`src/sv/svf_tpt_pkg.sv`:
```
// svf_tpt_pkg: shared constants for the trapezoidal state variable filter.
// Register map, mode codes, reset values and default parameter values.
// No dependencies.
package svf_tpt_pkg;

    // Default parameter values
    localparam int CHANNELS_DEF    = 8;
    localparam int SAMPLE_BITS_DEF = 24;

    // Field widths fixed by the interface
    localparam int CHAN_BITS = 3;
    localparam int COEF_BITS = 32;
    localparam int H_BITS    = 25;
    localparam int CFG_AW    = 4;
    localparam int CFG_DW    = 32;

    // Register indexes (byte address = 4 * index)
    localparam logic [1:0] REG_MODE = 2'd0;
    localparam logic [1:0] REG_G    = 2'd1;
    localparam logic [1:0] REG_R2   = 2'd2;
    localparam logic [1:0] REG_H    = 2'd3;

    // Filter mode codes; anything else selects lowpass
    localparam logic [1:0] MODE_LP = 2'd0;
    localparam logic [1:0] MODE_BP = 2'd1;
    localparam logic [1:0] MODE_HP = 2'd2;

    // Register reset values
    localparam logic [1:0]           MODE_RST = MODE_LP;
    localparam logic [COEF_BITS-1:0] G_RST    = 32'd1197200;
    localparam logic [COEF_BITS-1:0] R2_RST   = 32'd23726566;
    localparam logic [H_BITS-1:0]    H_RST    = 25'd15169125;

endpackage

```
`src/sv/state_variable_tpt_filter_top.sv`:
```
// state_variable_tpt_filter_top: multichannel 2nd-order TPT state variable filter.
// One shared multiplier under a small sequencer; per-channel integrator state store.
// Depends on svf_tpt_pkg.
//
// Channel   Direction  Handshake           Payload
// s_*       in         s_tvalid/s_tready   s_tdata: sample_in; s_tuser: channel
// m_*       out        m_tvalid/m_tready   m_tdata: sample_out; m_tuser: out_channel
// APB       in/out     psel/penable/pready registers 0..3 at byte addresses 0,4,8,12
//
// Timing: after the input transaction come a state read, the multiplier steps (five
// coefficient products in 16-bit halves) and four summing steps, the first sum sharing
// a cycle with the next product, and then the registered result; one item at a time.
// Out-of-range channels: zero result registered from the skip step, state untouched.
// Reset clears the integrators at once through per-channel valid bits; no clearing pass.
// A result held by a low m_tready stalls the next item at its last step, not its input.
module state_variable_tpt_filter_top
    import svf_tpt_pkg::*;
#(
    parameter int CHANNELS    = CHANNELS_DEF,
    parameter int SAMPLE_BITS = SAMPLE_BITS_DEF
) (
    input  logic                                  aclk,
    input  logic                                  aresetn,
    // input stream
    input  logic                                  s_tvalid,
    output logic                                  s_tready,
    input  logic [((SAMPLE_BITS+7)/8)*8-1:0]      s_tdata,   // [SAMPLE_BITS-1:0] sample_in
    input  logic [CHAN_BITS-1:0]                  s_tuser,   // [2:0] channel
    // result stream
    output logic                                  m_tvalid,
    input  logic                                  m_tready,
    output logic [((SAMPLE_BITS+7)/8)*8-1:0]      m_tdata,   // [SAMPLE_BITS-1:0] sample_out
    output logic [CHAN_BITS-1:0]                  m_tuser,   // [2:0] out_channel
    // configuration
    input  logic                                  psel,
    input  logic                                  penable,
    input  logic                                  pwrite,
    input  logic [CFG_AW-1:0]                     paddr,
    input  logic [CFG_DW-1:0]                     pwdata,
    output logic [CFG_DW-1:0]                     prdata,
    output logic                                  pready
);

    localparam int DW    = ((SAMPLE_BITS + 7) / 8) * 8;
    localparam int SW    = SAMPLE_BITS + 8;          // state width, 8 guard bits
    localparam int PW    = SW + 17;                  // state x 17-bit signed half
    localparam int WW    = SW + 12;                  // headroom for sums
    localparam int CH_AW = (CHANNELS > 1) ? $clog2(CHANNELS) : 1;

    typedef enum logic [4:0] {
        S_IDLE, S_LOAD,
        S_G_LO, S_G_HI, S_R_LO, S_R_HI, S_V,
        S_H_LO, S_H_HI, S_HP,
        S_HG_LO, S_HG_HI, S_BP,
        S_BG_LO, S_BG_HI, S_LP,
        S_SKIP
    } state_t;

    // saturate a wide intermediate to the state width
    function automatic logic signed [SW-1:0] sat_st(input logic signed [WW-1:0] v);
        logic [WW-SW:0] top;
        top = v[WW-1:SW-1];
        if (top == '0 || top == '1)
            return v[SW-1:0];
        else if (v[WW-1])
            return {1'b1, {(SW-1){1'b0}}};
        else
            return {1'b0, {(SW-1){1'b1}}};
    endfunction

    // saturate a state-width value to the sample width
    function automatic logic [SAMPLE_BITS-1:0] sat_out(input logic signed [SW-1:0] v);
        logic [SW-SAMPLE_BITS:0] top;
        top = v[SW-1:SAMPLE_BITS-1];
        if (top == '0 || top == '1)
            return v[SAMPLE_BITS-1:0];
        else if (v[SW-1])
            return {1'b1, {(SAMPLE_BITS-1){1'b0}}};
        else
            return {1'b0, {(SAMPLE_BITS-1){1'b1}}};
    endfunction

    // ---------------------------------------------------------------- registers
    state_t                    state_reg, state_next;
    logic                      m_tvalid_reg, m_tvalid_next;
    logic [DW-1:0]             m_tdata_reg, m_tdata_next;
    logic [CHAN_BITS-1:0]      m_tuser_reg, m_tuser_next;
    logic [CHANNELS-1:0]       valid_reg;

    logic [1:0]                mode_reg;
    logic [COEF_BITS-1:0]      g_reg;
    logic [COEF_BITS-1:0]      r2_reg;
    logic [H_BITS-1:0]         h_reg;

    // datapath (no reset)
    logic [CHAN_BITS-1:0]      ch_reg;
    logic signed [SAMPLE_BITS-1:0] x_reg;
    logic signed [SW-1:0]      rd_s1_reg, rd_s2_reg;
    logic                      rd_vld_reg;
    logic signed [SW-1:0]      s1_reg, s2_reg;
    logic signed [WW-1:0]      vpart_reg;
    logic signed [SW-1:0]      v_reg, hp_reg, bp_reg, s1n_reg;
    logic signed [PW-1:0]      prod_reg;
    logic signed [SW:0]        acc_reg;

    // per-channel integrator store
    logic signed [SW-1:0]      mem_s1 [CHANNELS];
    logic signed [SW-1:0]      mem_s2 [CHANNELS];

    // ---------------------------------------------------------------- comb
    logic                      s_accept;
    logic                      chan_ok;
    logic                      out_free;
    logic                      wr_en;
    logic [CH_AW-1:0]          rd_addr, wr_addr;
    logic signed [SW-1:0]      mul_a;
    logic [15:0]               mul_b;
    logic signed [PW-1:0]      mul_p;
    logic signed [PW-1:0]      mq_sum;
    logic signed [WW-1:0]      mq;
    logic signed [SW-1:0]      bp_w, s1n_w, lp_w, s2n_w, sel_w;

    assign s_tready = (state_reg == S_IDLE);
    assign s_accept = s_tvalid && s_tready;
    assign chan_ok  = (7'(s_tuser) < 7'(CHANNELS));
    assign out_free = !m_tvalid_reg || m_tready;
    assign wr_en    = (state_reg == S_LP) && out_free;
    assign rd_addr  = CH_AW'(s_tuser);
    assign wr_addr  = CH_AW'(ch_reg);

    assign m_tvalid = m_tvalid_reg;
    assign m_tdata  = m_tdata_reg;
    assign m_tuser  = m_tuser_reg;
    assign pready   = 1'b1;

    // shared multiplier operand selection: state x one 16-bit coefficient half
    always_comb begin
        case (state_reg)
            S_H_LO, S_H_HI:   mul_a = v_reg;
            S_HG_LO, S_HG_HI: mul_a = hp_reg;
            S_BG_LO, S_BG_HI: mul_a = bp_reg;
            default:          mul_a = s1_reg;
        endcase
        case (state_reg)
            S_G_HI, S_HG_HI, S_BG_HI: mul_b = g_reg[31:16];
            S_R_LO:                   mul_b = r2_reg[15:0];
            S_R_HI:                   mul_b = r2_reg[31:16];
            S_H_LO:                   mul_b = h_reg[15:0];
            S_H_HI:                   mul_b = {7'd0, h_reg[24:16]};
            default:                  mul_b = g_reg[15:0];
        endcase
    end

    assign mul_p = PW'(mul_a) * PW'($signed({1'b0, mul_b}));

    // floor(a*c / 2^24) = (hi + floor(lo / 2^16)) >>> 8
    assign mq_sum = PW'(acc_reg) + prod_reg;
    assign mq     = WW'($signed(mq_sum[PW-1:8]));

    assign bp_w  = sat_st(mq + WW'(s1_reg));
    assign s1n_w = sat_st(mq + WW'(bp_w));
    assign lp_w  = sat_st(mq + WW'(s2_reg));
    assign s2n_w = sat_st(mq + WW'(lp_w));

    always_comb begin
        case (mode_reg)
            MODE_BP: sel_w = bp_reg;
            MODE_HP: sel_w = hp_reg;
            default: sel_w = lp_w;
        endcase
    end

    // sequencer next state and output register
    always_comb begin
        state_next    = state_reg;
        m_tvalid_next = m_tvalid_reg && !m_tready;
        m_tdata_next  = m_tdata_reg;
        m_tuser_next  = m_tuser_reg;
        case (state_reg)
            S_IDLE: begin
                if (s_accept)
                    state_next = chan_ok ? S_LOAD : S_SKIP;
            end
            S_LOAD:  state_next = S_G_LO;
            S_G_LO:  state_next = S_G_HI;
            S_G_HI:  state_next = S_R_LO;
            S_R_LO:  state_next = S_R_HI;
            S_R_HI:  state_next = S_V;
            S_V:     state_next = S_H_LO;
            S_H_LO:  state_next = S_H_HI;
            S_H_HI:  state_next = S_HP;
            S_HP:    state_next = S_HG_LO;
            S_HG_LO: state_next = S_HG_HI;
            S_HG_HI: state_next = S_BP;
            S_BP:    state_next = S_BG_LO;
            S_BG_LO: state_next = S_BG_HI;
            S_BG_HI: state_next = S_LP;
            S_LP: begin
                // products stay put while the previous result is still held
                if (out_free) begin
                    m_tvalid_next = 1'b1;
                    m_tdata_next  = DW'(sat_out(sel_w));
                    m_tuser_next  = ch_reg;
                    state_next    = S_IDLE;
                end
            end
            S_SKIP: begin
                if (out_free) begin
                    m_tvalid_next = 1'b1;
                    m_tdata_next  = '0;
                    m_tuser_next  = ch_reg;
                    state_next    = S_IDLE;
                end
            end
            default: state_next = S_IDLE;
        endcase
    end

    // control state, result register, valid bits and configuration
    always_ff @(posedge aclk) begin
        if (!aresetn) begin
            state_reg    <= S_IDLE;
            m_tvalid_reg <= 1'b0;
            m_tdata_reg  <= '0;
            m_tuser_reg  <= '0;
            valid_reg    <= '0;
            mode_reg     <= MODE_RST;
            g_reg        <= G_RST;
            r2_reg       <= R2_RST;
            h_reg        <= H_RST;
        end else begin
            state_reg    <= state_next;
            m_tvalid_reg <= m_tvalid_next;
            m_tdata_reg  <= m_tdata_next;
            m_tuser_reg  <= m_tuser_next;
            if (wr_en)
                valid_reg[wr_addr] <= 1'b1;
            if (psel && penable && pwrite) begin
                case (paddr[3:2])
                    REG_MODE: mode_reg <= pwdata[1:0];
                    REG_G:    g_reg    <= pwdata;
                    REG_R2:   r2_reg   <= pwdata;
                    REG_H:    h_reg    <= pwdata[H_BITS-1:0];
                    default:  ;
                endcase
            end
        end
    end

    always_comb begin
        case (paddr[3:2])
            REG_MODE: prdata = CFG_DW'(mode_reg);
            REG_G:    prdata = g_reg;
            REG_R2:   prdata = r2_reg;
            REG_H:    prdata = CFG_DW'(h_reg);
            default:  prdata = '0;
        endcase
    end

    // integrator store: one read port at acceptance, one write port at the end
    always_ff @(posedge aclk) begin
        if (s_accept) begin
            rd_s1_reg  <= mem_s1[rd_addr];
            rd_s2_reg  <= mem_s2[rd_addr];
            rd_vld_reg <= valid_reg[rd_addr];
        end
        if (wr_en) begin
            mem_s1[wr_addr] <= s1n_reg;
            mem_s2[wr_addr] <= s2n_w;
        end
    end

    // arithmetic datapath
    always_ff @(posedge aclk) begin
        if (s_accept) begin
            ch_reg <= s_tuser;
            x_reg  <= $signed(s_tdata[SAMPLE_BITS-1:0]);
        end
        case (state_reg)
            S_LOAD: begin
                s1_reg <= rd_vld_reg ? rd_s1_reg : '0;
                s2_reg <= rd_vld_reg ? rd_s2_reg : '0;
            end
            S_G_LO, S_H_LO, S_HG_LO, S_BG_LO: begin
                prod_reg <= mul_p;
            end
            S_G_HI, S_R_HI, S_H_HI, S_HG_HI, S_BG_HI: begin
                acc_reg  <= $signed(prod_reg[PW-1:16]);
                prod_reg <= mul_p;
            end
            S_R_LO: begin
                // x - s1*g - s2; s1*R2 follows
                vpart_reg <= WW'(x_reg) - mq - WW'(s2_reg);
                prod_reg  <= mul_p;
            end
            S_V: begin
                v_reg <= sat_st(vpart_reg - mq);
            end
            S_HP: begin
                hp_reg <= sat_st(mq);
            end
            S_BP: begin
                bp_reg  <= bp_w;
                s1n_reg <= s1n_w;
            end
            default: ;
        endcase
    end

`ifndef ASSERT_OFF
    // a result appears only from the final step or the out-of-range path
    a_result_source: assert property (@(posedge aclk) disable iff (!aresetn)
        $rose(m_tvalid) |-> ($past(state_reg) == S_LP || $past(state_reg) == S_SKIP))
        else $error("result raised outside final step");

    // one item at a time: busy straight after a transaction
    a_busy_after_accept: assert property (@(posedge aclk) disable iff (!aresetn)
        (s_tvalid && s_tready) |=> !s_tready)
        else $error("input taken while busy");

    // out-of-range channel bypasses the arithmetic and the store
    a_bad_chan_skip: assert property (@(posedge aclk) disable iff (!aresetn)
        (s_tvalid && s_tready && !chan_ok) |=> (state_reg == S_SKIP))
        else $error("out-of-range channel entered the datapath");
`endif

endmodule
```
`config.mk`:
```
export PLATFORM = sky130hd
export DESIGN_NAME = state_variable_tpt_filter_top
export DESIGN_NICKNAME = d
export VERILOG_FILES = /design/src/sv/svf_tpt_pkg.sv /design/src/sv/state_variable_tpt_filter_top.sv
export SDC_FILE = /design/constraint.sdc
export NUM_CORES = 2
export LEC_CHECK = 0
export BUFFER_PORTS_ARGS = -buffer_cell sky130_fd_sc_hd__buf_4
export CORE_UTILIZATION = 40
export DETAILED_ROUTE_END_ITERATION = 10
export PLACE_DENSITY = 0.65
export SKIP_CTS_REPAIR_TIMING = 1
export SYNTH_ARGS = -nofsm -noshare
export SYNTH_HDL_FRONTEND = slang
export SYNTH_SLANG_ARGS = --single-unit
```
`constraint.sdc`:
```
create_clock -name aclk -period 15.96 [get_ports aclk]
set_clock_uncertainty 0.05 [all_clocks]
set_input_delay 0.798 -clock aclk [delete_from_list [all_inputs] [get_ports aclk]]
set_output_delay 0.798 -clock aclk [all_outputs]
set_load 0.02 [all_outputs]
```
==> impl_metrics.tcl <==
set metrics [dict create \
    antenna_viol_nets_final 0 \
    reg2reg_depth 45 \
    path_common_cell "sky130_fd_sc_hd__a21o_1" \
    final_core_utilization_pct 44.3 \
    final-setup-viol-count 0 \
    drt_pass1_iterations 6 \
    die_w_um 436 \
    ctsRootBufferMaster "sky130_fd_sc_hd__clkbuf_16" \
    hold_critical_path_endpoint "x_reg[20]" \
    fp.dieArea_um2 191000 \
    rrSetupSlack_ns 2.75 \
    outcome "complete, no violations" \
    tritoncts "done" \
    relative_max_transition_margin_pct 8.10 \
    i_o_pin_count 132 \
    achievable-frequency_ghz 0.0757 \
    route.top_layer_used "met4" \
    min-delay-start "s_tdata[20]" \
    synth_enable_flop_cells 921 \
    setup_slack_ns 2.75 \
    synth_seq_area_share_pct 40.1 \
    worstPathArrival_ns 13.50 \
    design.core.area_um2 188000 \
    place_hpwl_um 154000 \
    synthesis.area_um2 75500 \
    worstSetupStartpointType "flip-flop" \
    wl_met1_um 88000 \
    std_cell_rows 159 \
    synth_ff_type "sky130_fd_sc_hd__edfxtp_1" \
    wl_per_cell_um 22.1 \
    signed_area_change_from_the_synthesized_netlist_to_the_final_layout_pct 10.0 \
    grt_first_pass_wirelength_um 321000 \
    final_layout_size_suffix_gt1_share_pct 11.0 \
    cts_made_buffers 107 \
    worst-slew-pin-transition_ns 1.38 \
    max_stage_delay_ns 0.68 \
    final.fill_count 17000 \
    numClockSinks 1052 \
    syn_area_per_cell_um2 11.1 \
    worst_skew_pair.late_latency_ns 0.78 \
    initial_drc_count 4707 \
    route.met3.wl_um 13300 \
    drc_errors 0 \
    rsz0062_at_grt "no" \
    vias_per_cell 5.60 \
    hold_path.class "input port to flip-flop" \
    preCtsSetupSlack_ns 2.70 \
    setup.worst_path.end_class "flip-flop" \
    async_reset_ff_share_pct 0 \
    initial_core_utilization_pct 40.2 \
    wl_met2_um 100000 \
    port_buffer_cells 128 \
    grt_pass1_vias 54100 \
    criticalPathCategory "flip-flop to flip-flop" \
    worstReg2RegStart "prod_reg[2]" \
    globalRouteOverflowTotal 0 \
    worstPathRequired_ns 16.25 \
    htreeDepth 3 \
    synth_top_area_cell "sky130_fd_sc_hd__edfxtp_1" \
    cpMaxStageDelayCell "sky130_fd_sc_hd__nand2_2" \
    number_of_instances_on_the_worst_hold_path 1 \
    grtUsageTotal_pct 21.9 \
    post_synth_main_area_contributors "sky130_fd_sc_hd__edfxtp_1 37%, sky130_fd_sc_hd__fa_1 14%, sky130_fd_sc_hd__ha_1 7.7%, sky130_fd_sc_hd__inv_1 4.0%, sky130_fd_sc_hd__mux4_2 3.9%" \
    synth.yosys.warnings 0 \
    report.final.hold_viol_count 0 \
    final_wtd_congestion 0.940 \
    post_synth_inst_count 6832 \
    finalSetupTns_ns 0 \
    maxCapViolCount 0 \
    synth.lib_cells_used.distinct 107 \
    timing.final.crit_share_pct 82.8 \
    clkTransAtPathRegs_ns 0.07 \
    chipHeight_um 436 \
    routed-via-count 53100 \
    final_count_of_pins_violating_max_slew 0 \
    top_area_cell_type_share_of_the_netlist_area_pct 36.6 \
    min_period_ns 13.21 \
    postSynthNetCount 7899 \
    yosys_reg_bits 1052 \
    timing.critical_path.fanout_max 44 \
    grt_start_max_net_pins 101 \
    clockBufferDepth 3 \
    reg2reg_capture_point "mem_s2[5][13]" \
    detail_route.wirelength_um 210000 \
    grt_antenna_before_repair 2 \
    layout.nets 7972 \
]
cell usage after synthesis, drive strengths merged (20+ instances only):
master,count
nand3,115
xnor2,174
o21bai,38
a211oi,32
buf,42
nand2b,74
a221oi,20
inv,804
nand2,685
nor4,27
a21boi,81
o31ai,25
edfxtp,921
a21oi,379
a22oi,40
clkbuf,229
o21ai,269
nor2b,69
dfxtp,131
nor3,91
a221o,34
o211ai,21
or2,25
nor2,414
nand4,24
a21o,162
mux2,115
xor2,110
a31oi,43
mux4,132
and2,100
mux2i,36
o21a,64
ha,462
a22o,55
fa,535
and3,50
cell type report:
type	count	area [um^2]	area share, %
Antenna cell	1	2.50	0.00301
Clock inverter	58	643	0.774
Timing Repair Buffer	235	1770	2.13
Sequential cell	1052	30300	36.5
Tap cell	2495	3120	3.76
Multi-Input combinational cell	4704	41400	49.8
Clock buffer	136	2850	3.43
Inverter	805	3020	3.64
per-layer routing:
metal / global-route usage [%] / vias up
met1: 29.0 / 26800
met4: 8.22 / 0
met2: 36.5 / 1797
met3: 2.76 / 385
met5: 0 / -
li1: - / 24100
placed cells by master (no fill, tap or decap), types with 43 or more instances in the layout:
cell type and n:
sky130_fd_sc_hd__a21boi_0 78, sky130_fd_sc_hd__a21o_1 162, sky130_fd_sc_hd__a21oi_1 369, sky130_fd_sc_hd__a22o_1 55, sky130_fd_sc_hd__a31oi_1 43, sky130_fd_sc_hd__and2_1 97
sky130_fd_sc_hd__and3_1 49, sky130_fd_sc_hd__buf_4 234, sky130_fd_sc_hd__clkbuf_16 107, sky130_fd_sc_hd__dfxtp_1 131, sky130_fd_sc_hd__edfxtp_1 921, sky130_fd_sc_hd__fa_1 535
sky130_fd_sc_hd__ha_1 461, sky130_fd_sc_hd__inv_1 803, sky130_fd_sc_hd__mux2_2 115, sky130_fd_sc_hd__mux4_2 132, sky130_fd_sc_hd__nand2_1 684, sky130_fd_sc_hd__nand2b_1 74
sky130_fd_sc_hd__nand3_1 115, sky130_fd_sc_hd__nor2_1 405, sky130_fd_sc_hd__nor2b_1 68, sky130_fd_sc_hd__nor3_1 62, sky130_fd_sc_hd__o21a_1 64, sky130_fd_sc_hd__o21ai_0 206
sky130_fd_sc_hd__o21ai_1 60, sky130_fd_sc_hd__xnor2_1 174, sky130_fd_sc_hd__xor2_1 110
cells by family after synthesis:
group	share of synthesized area (%)
simple gates	10.8
compound gates	12.4
buf+inv	5.43
flops	40.1
fa+ha+maj	21.8
xor+xnor	3.29
mux	6.13
other cells	0.00497
critical path: cells and delay by family (launching register included):
kind | cells | cell delay (ns)
adder cells (fa/ha/maj) | 3 | 1.05
AO/OA/AOI/OAI | 27 | 7.35
AND/OR/NAND/NOR | 12 | 3.15
buffers and inverters | 3 | 0.74
flip-flops | 1 | 0.38
worst max path at each step:
stage / from / slack, ns / end / depth (start not counted)
2_1_floorplan: prod_reg[5] / 6.10 / mem_s2[0][10] / 45
3_3_place_gp: prod_reg[5] / 2.85 / mem_s2[6][11] / 41
3_5_place_dp: acc_reg[5] / 2.70 / mem_s2[5][11] / 41
4_1_cts: acc_reg[5] / 2.65 / mem_s2[2][11] / 41
5_1_grt: prod_reg[2] / 1.94 / mem_s2[2][10] / 45
6_report: prod_reg[2] / 2.75 / mem_s2[5][13] / 45
per-stage QoR:
| stage | instances | hold slack (ns) | cell area, um^2 |
|---|---|---|---|
| 2_1_floorplan | 6832 | 0.383 | 75500 |
| 3_5_place_dp | 9291 | 0.400 | 79600 |
| 6_report | 9486 | 0.141 | 83100 |
| 5_1_grt | 9485 | 0.109 | 83100 |
| 3_3_place_gp | 9291 | 0.392 | 79600 |
| 4_1_cts | 9485 | 0.0909 | 83100 |
Power is left out: the tool's default activity adds up to more than one toggle a clock period on the data nets, which glitch-free logic cannot reach.
